===== src/rtl/fha_pkg.sv =====
// Shared types, constants, sine and clamp functions of the harmonic analysis unit.
package fha_pkg;

    localparam int SAMPLE_W = 16;
    localparam int TBL_W    = 16;
    localparam int COEF_W   = 18;
    localparam int HIDX_W   = 5;
    localparam int QUOT_W   = 18;
    localparam int PROD_W   = 32;

    localparam logic [1:0] DIV_STEP = 2'd0;
    localparam logic [1:0] DIV_MEAN = 2'd1;
    localparam logic [1:0] DIV_COS  = 2'd2;
    localparam logic [1:0] DIV_SIN  = 2'd3;

    typedef struct packed {
        logic       load;
        logic       div_start;
        logic       div_take;
        logic [1:0] div_sel;
        logic       step_clr;
        logic       step_adv;
        logic       acc_clr;
        logic       rd_issue;
        logic       out_load;
        logic       period_end;
    } fha_cmd_t;

    typedef struct packed {
        logic rd_done;
        logic pipe_busy;
        logic div_busy;
        logic harm_zero;
        logic harm_last;
        logic out_free;
    } fha_status_t;

    function automatic logic signed [TBL_W-1:0] sine_entry(input longint u);
        longint q, r, z, z2, t, s;
        q = (u >> 14) & 3;
        r = u & 16383;
        if ((q & 1) != 0) begin
            r = 16384 - r;
        end
        z  = r * 2;
        z2 = (z * z) >> 15;
        t  = 21167 - ((z2 * 2611) >> 15);
        t  = 51472 - ((z2 * t) >> 15);
        s  = (z * t) >> 15;
        if (s > 32767) begin
            s = 32767;
        end
        if (q >= 2) begin
            s = -s;
        end
        return TBL_W'(s);
    endfunction

    function automatic logic signed [COEF_W-1:0] sat_coef(input logic [QUOT_W-1:0] q,
                                                          input logic ovf,
                                                          input logic neg);
        logic signed [COEF_W-1:0] v;
        if (!neg) begin
            if (ovf || q > QUOT_W'(131071)) begin
                v = COEF_W'(131071);
            end else begin
                v = COEF_W'(q);
            end
        end else begin
            if (ovf || q > QUOT_W'(131072)) begin
                v = -COEF_W'(131072);
            end else begin
                v = -COEF_W'(q);
            end
        end
        return v;
    endfunction

endpackage


===== src/rtl/fha_ctrl.sv =====
// Sequencer for loading, per-harmonic accumulation, division and result hand-off.
module fha_ctrl
    import fha_pkg::*;
(
    input  logic        aclk,
    input  logic        aresetn,
    input  logic        s_tvalid,
    input  logic        s_tlast,
    output logic        s_tready,
    input  fha_status_t status,
    output fha_cmd_t    cmd
);

    localparam logic [3:0] ST_IDLE  = 4'd0;
    localparam logic [3:0] ST_TDIV  = 4'd1;
    localparam logic [3:0] ST_TWAIT = 4'd2;
    localparam logic [3:0] ST_MAC   = 4'd3;
    localparam logic [3:0] ST_DRAIN = 4'd4;
    localparam logic [3:0] ST_CWAIT = 4'd5;
    localparam logic [3:0] ST_SWAIT = 4'd6;
    localparam logic [3:0] ST_OUT   = 4'd7;
    localparam logic [3:0] ST_SDIV  = 4'd8;

    logic [3:0] state_reg;
    logic [3:0] state_next;

    always_comb begin
        state_next = state_reg;
        cmd        = '0;
        s_tready   = 1'b0;
        case (state_reg)
            ST_IDLE: begin
                s_tready = 1'b1;
                cmd.load = s_tvalid;
                if (s_tvalid && s_tlast) begin
                    state_next = ST_TDIV;
                end
            end
            ST_TDIV: begin
                cmd.div_sel   = DIV_STEP;
                cmd.div_start = 1'b1;
                state_next    = ST_TWAIT;
            end
            ST_TWAIT: begin
                cmd.div_sel = DIV_STEP;
                if (!status.div_busy) begin
                    cmd.div_take = 1'b1;
                    cmd.step_clr = 1'b1;
                    cmd.acc_clr  = 1'b1;
                    state_next   = ST_MAC;
                end
            end
            ST_MAC: begin
                cmd.rd_issue = 1'b1;
                if (status.rd_done) begin
                    state_next = ST_DRAIN;
                end
            end
            ST_DRAIN: begin
                if (!status.pipe_busy) begin
                    cmd.div_sel   = status.harm_zero ? DIV_MEAN : DIV_COS;
                    cmd.div_start = 1'b1;
                    state_next    = ST_CWAIT;
                end
            end
            ST_CWAIT: begin
                cmd.div_sel = status.harm_zero ? DIV_MEAN : DIV_COS;
                if (!status.div_busy) begin
                    cmd.div_take = 1'b1;
                    if (status.harm_zero) begin
                        state_next = ST_OUT;
                    end else begin
                        state_next = ST_SDIV;
                    end
                end
            end
            ST_SDIV: begin
                cmd.div_sel   = DIV_SIN;
                cmd.div_start = 1'b1;
                state_next    = ST_SWAIT;
            end
            ST_SWAIT: begin
                cmd.div_sel = DIV_SIN;
                if (!status.div_busy) begin
                    cmd.div_take = 1'b1;
                    state_next   = ST_OUT;
                end
            end
            ST_OUT: begin
                if (status.out_free) begin
                    cmd.out_load = 1'b1;
                    if (status.harm_last) begin
                        cmd.period_end = 1'b1;
                        state_next     = ST_IDLE;
                    end else begin
                        cmd.step_adv = 1'b1;
                        cmd.acc_clr  = 1'b1;
                        state_next   = ST_MAC;
                    end
                end
            end
            default: begin
                state_next = ST_IDLE;
            end
        endcase
    end

    always_ff @(posedge aclk) begin
        if (!aresetn) begin
            state_reg <= ST_IDLE;
        end else begin
            state_reg <= state_next;
        end
    end

endmodule

===== config.mk =====
export PLATFORM = sky130hd
export DESIGN_NAME = fha_ctrl
export DESIGN_NICKNAME = d
export VERILOG_FILES = /design/src/rtl/fha_pkg.sv /design/src/rtl/fha_ctrl.sv
export SDC_FILE = /design/constraint.sdc
export NUM_CORES = 1
export LEC_CHECK = 0
export ABC_AREA = 1
export BUFFER_PORTS_ARGS = -buffer_cell sky130_fd_sc_hd__buf_2
export CAP_MARGIN = 0
export CORE_AREA = 3 3 40 42
export CTS_CLUSTER_DIAMETER = 60
export CTS_CLUSTER_SIZE = 20
export DETAILED_ROUTE_END_ITERATION = 8
export DIE_AREA = 0 0 43 45
export PLACE_DENSITY_LB_ADDON = 0.1
export SLEW_MARGIN = 20
export SYNTH_ARGS = -nofsm -noshare
export SYNTH_HDL_FRONTEND = slang
export SYNTH_SLANG_ARGS = --single-unit

===== constraint.sdc =====
create_clock -name aclk -period 2.2 [get_ports aclk]
set_input_delay 0.33 -clock aclk [delete_from_list [all_inputs] [get_ports aclk]]
set_output_delay 0.33 -clock aclk [all_outputs]
set_load 0.05 [all_outputs]

Word level (Yosys, flattened, before mapping)
Cells that the tools add are included.
- muxes and demuxes: 28
- eq/ne operators: 15
- reduce and logical (&&, ||, !) cells: 6
- operators by type and width (operator ; number):
    $pmux 4 s9 ; 1
    $mux 4 ; 8
    $eq 4x3->1 const B ; 4
    $mux 2 ; 7
    $ne 2x2->1 const B ; 7
    $mux 1 ; 9
    $eq 4x2->1 const B ; 2
    $reduce_and 7->1 ; 1
    $pmux 2 s3 ; 1
    $eq 4x1->1 const B ; 1
    $eq 4x4->1 const B ; 1
    $logic_not 4->1 ; 1
    $pmux 1 s2 ; 2
    $reduce_or 2->1 ; 2
    $reduce_or 3->1 ; 1
    $logic_and 1x1->1 ; 1
- word-level logic and storage cells: 50
- input port bits: 10
- register bits: 4
- output and inout port bits: 12

Depth between registers and ports, before layout
- depth after elaboration: 3
- mapped depth: 9
- depth with buffers taken out: 9

Least setup slack after synthesis
No wires, ideal clock.
- path kind: flip-flop to output port
- start: register state_reg[1]
- end: output port cmd[0] in the netlist's numbering
- data required time: 1.870 ns
- cell stages (with the launch flop): 5
- slack: 0.104 ns
- arrival time: 1.766 ns
- path through: dfxtp_1 > nand2_2 > nor2_2 > inv_1 > nor3_1
- RTL lines (what ; line ; source):
    start, declared ; fha_ctrl.sv:24 ; logic [3:0] state_reg;
    start signal, assigned ; fha_ctrl.sv:112 ; state_reg <= state_next;
    end, declared ; fha_ctrl.sv:11 ; output fha_cmd_t cmd

==> metrics.csv <==
stage,metric,value,unit
status,result of the run,"finished, final reports clean",
cells_and_area,area of the multi-input gates,319.1,um2
detailed_routing,total routed wirelength,1.256,mm
setup_path,kind of capture point of the worst setup path,output pin,
place,Placer Congestion,0.8477,
clocking,clock tree root driver cell,sky130_fd_sc_hd__clkbuf_4,
place,count of buffers inserted at the top-level ports,21,
cells_and_area,"most common cell after layout, fill and taps aside",sky130_fd_sc_hd__buf_2,
logic_synthesis,cell count after synthesis,84,
clocking,TritonCTS clock tree,built,
cells_and_area,"commonest cells after routing, fill and taps aside","21 x sky130_fd_sc_hd__buf_2, 18 x sky130_fd_sc_hd__nand2_1, 16 x sky130_fd_sc_hd__inv_1",
timing,min cycle time layout,1972,ps
die,starting density of the core,36.03,%
setup_path,R2R Path Start,state_reg[0]$_SDFFE_PN0P_,
clocking,number of buffers inserted by post-CTS setup repair,0,
power_and_ir_drop,Max VDD drop,0.0005872,V
logic_synthesis,syn_nets,94,
cells_and_area,ratio of cells with drive above 1 in the final layout,31.48,%
detailed_routing,Post-route DRC,0,
setup_path,logic depth of the worst register-to-register path,7,
setup_path,reg2reg end,state_reg[2]$_SDFFE_PN0P_,
clocking,"Clk Latency, worst-skew pair",230,ps
cells_and_area,"count of placed standard cells in the final layout, fillers left out",123,
setup_path,slack of the worst reg-to-reg path,830,ps
die,die area,1935,um2
clocking,# H-tree levels,1,
setup_path,Critical path destination,cmd[7],
timing,total of endpoints with negative setup slack in the final report,0,
timing,minimum hold slack,385.7,ps
global_route,total global routing track utilization,13.98,%
setup_path,data arrival at the endpoint of the critical path,1640,ps
clocking,Post-CTS Hold Fix Bufs,0,
detailed_routing,remaining antenna violation count,0,
cells_and_area,storage element area,80.08,um2
cells_and_area,synthesis-to-layout area growth,31.62,%
power_and_ir_drop,Power Density,1104,nW/um2
clocking,clock edge transition at the registers on the reported setup and hold paths,40,ps
clocking,number of sinks driven by the clock tree,4,
timing,fmax,507.2,MHz
power_and_ir_drop,total chip power,672.8,uW
logic_synthesis,count of different cell masters after synthesis,18,
die,Top Ports,22,
power_and_ir_drop,static leakage,0.3548,nW
setup_path,critical-path maximum fanout,7,
detailed_routing,initial drt markers,15,
logic_synthesis,post-synthesis instance area,462.9,um2
cells_and_area,Filler Cell Count,152,
global_route,via count of the first global-routing pass,483,
detailed_routing,router iterations before antenna repair,4,
global_route,wire length of the first global-routing pass,2.063,mm
setup_path,required time at the worst-slack endpoint,1870,ps
global_route,remaining global-route overflow,0,
cells_and_area,final-stage net count,120,
logic_synthesis,post-synth top area cell,sky130_fd_sc_hd__dfxtp_1,
flow_run,number of max-cap violations,0,
min_path,Tightest Hold Check Type,in -> reg,
place,"number of placed instances, taps included",120,
detailed_routing,post-detailed-route via-to-cell ratio,4.715,
setup_path,crit path kind,reg -> out,
clocking,CTS Buffer Depth,2,
die,die outline width,43,um
global_route,pin count of the biggest net entering global routing,8,
timing,Max-slew headroom,80.15,%
timing,number of max-slew violations in the final report,0,
global_route,antenna violations before repair,0,
logic_synthesis,fraction of synthesized cell area taken by the top area cell type,17.30,%
detailed_routing,number of vias after detailed routing,580,
timing,final sum of negative setup slack,0,ps
logic_synthesis,#FFs+latches synth,4,
setup_path,critical path startpoint category,flip-flop,
timing,final count of hold timing violations,0,
setup_path,worst setup path startpoint,state_reg[0]$_SDFFE_PN0P_,
detailed_routing,average wire per cell in the routed design,10.21,um
place,HPWL after DPL,1.000,mm
die,number of rows created at floorplan,13,
timing,final clock skew,1.000,ps
clocking,count of cells resized by post-cts repair,0,
clocking,number of buffers created by CTS,3,
timing,transition time of the tightest slew-check pin,295.4,ps
timing,RSZ-0062 raised after global routing,false,
logic_synthesis,Yosys warnings,0,
die,core outline area,1285,um2
die,Die Y-Extent,45,um
logic_synthesis,most area-consuming cells after synthesis,"sky130_fd_sc_hd__dfxtp_1 17%, sky130_fd_sc_hd__nand2_1 15%, sky130_fd_sc_hd__inv_1 13%, sky130_fd_sc_hd__nand3_1 8.6%, sky130_fd_sc_hd__nor2_1 8.1%",
logic_synthesis,synthesized area per cell,5.511,um2
cells_and_area,number of flip-flops in the largest register,4,
logic_synthesis,"Seq/Total Area, Yosys",17.30,%
cells_and_area,number of antenna diodes,0,
timing,crit share post-route,89.62,%
-- cell families after synthesis --
family                 count (synthesis)  share of synthesized area [%]
AND/OR/NAND/NOR                       54                          57.84
buffers and inverters                 17                          13.78
flip-flops                             4                          17.30
AO/OA/AOI/OAI                          9                          11.08
-- report_power, final --
part / internal [mW] / switching (mW) / total, mW
Sequential: 0.0897 / 0.0317 / 0.121
Clock: 0.0609 / 0.0289 / 0.0898
Combinational: 0.123 / 0.339 / 0.461
-- metrics by stage --
stage | area [um2] | utilization [%] | setup WS, ps
floorplan | 462.9 | - | 104.4
global placement | 586.8 | 45.67 | 526.2
detailed placement | 586.8 | 45.67 | 482.8
CTS | 609.3 | 47.42 | 224.5
global route | 609.3 | 47.42 | 46.03
finish | 609.3 | 47.42 | 228.4
-- routing by layer --
layer | GRT usage, % | share of wire, % | wire length, um | vias to the layer above
met5 | 0 | 0 | 0 | -
met2 | 17.96 | 39 | 484 | 34
met3 | 5.578 | 10 | 125 | 2
li1 | - | - | - | 318
met1 | 20.43 | 51 | 639 | 226
met4 | 5.422 | 0.56 | 7 | 0
-- how the worst min path moves through the flow --
stage	start	endpoint	slack [ps]	depth (start not counted)
after CTS	aresetn	state_reg[0]$_SDFFE_PN0P_	380	3
final	aresetn	state_reg[1]$_SDFFE_PN0P_	390	3
after floorplan	state_reg[2]$_SDFFE_PN0P_	state_reg[2]$_SDFFE_PN0P_	490	2
after global routing	aresetn	state_reg[1]$_SDFFE_PN0P_	400	3
after global placement	state_reg[2]$_SDFFE_PN0P_	state_reg[2]$_SDFFE_PN0P_	540	2
after detailed placement	state_reg[2]$_SDFFE_PN0P_	state_reg[2]$_SDFFE_PN0P_	540	2
-- critical path, stage by stage, from the launching register on --
cell and delay [ps]:
sky130_fd_sc_hd__dfxtp_1 360, sky130_fd_sc_hd__inv_1 150, sky130_fd_sc_hd__nand2_2 100, sky130_fd_sc_hd__nor3_1 250, sky130_fd_sc_hd__nor2_1 140, sky130_fd_sc_hd__o211ai_1 110
sky130_fd_sc_hd__buf_2 290
-- cell usage after synthesis --
cell type,instances
sky130_fd_sc_hd__o22ai_1,1
sky130_fd_sc_hd__dfxtp_1,4
sky130_fd_sc_hd__a21oi_1,6
sky130_fd_sc_hd__inv_2,1
sky130_fd_sc_hd__nand2_1,18
sky130_fd_sc_hd__nor2b_1,1
sky130_fd_sc_hd__nor2_2,2
sky130_fd_sc_hd__nand2_2,3
sky130_fd_sc_hd__inv_1,16
sky130_fd_sc_hd__nand4_1,3
sky130_fd_sc_hd__nor2_4,1
sky130_fd_sc_hd__nand3_2,2
sky130_fd_sc_hd__o211ai_1,2
sky130_fd_sc_hd__nor2_1,10
sky130_fd_sc_hd__nand3b_1,1
sky130_fd_sc_hd__nor3_1,4
sky130_fd_sc_hd__and3_2,1
sky130_fd_sc_hd__nand3_1,8
-- layout make-up --
| class | count | area share, % |
|---|---|---|
| repair buffers | 21 | 17.25 |
| clock buffers | 3 | 3.696 |
| inverters | 17 | 10.47 |
| multi-input cells | 63 | 52.36 |
| flip-flops and latches | 4 | 13.14 |
| well taps | 15 | 3.080 |
(Power assumes the default switching activity.)
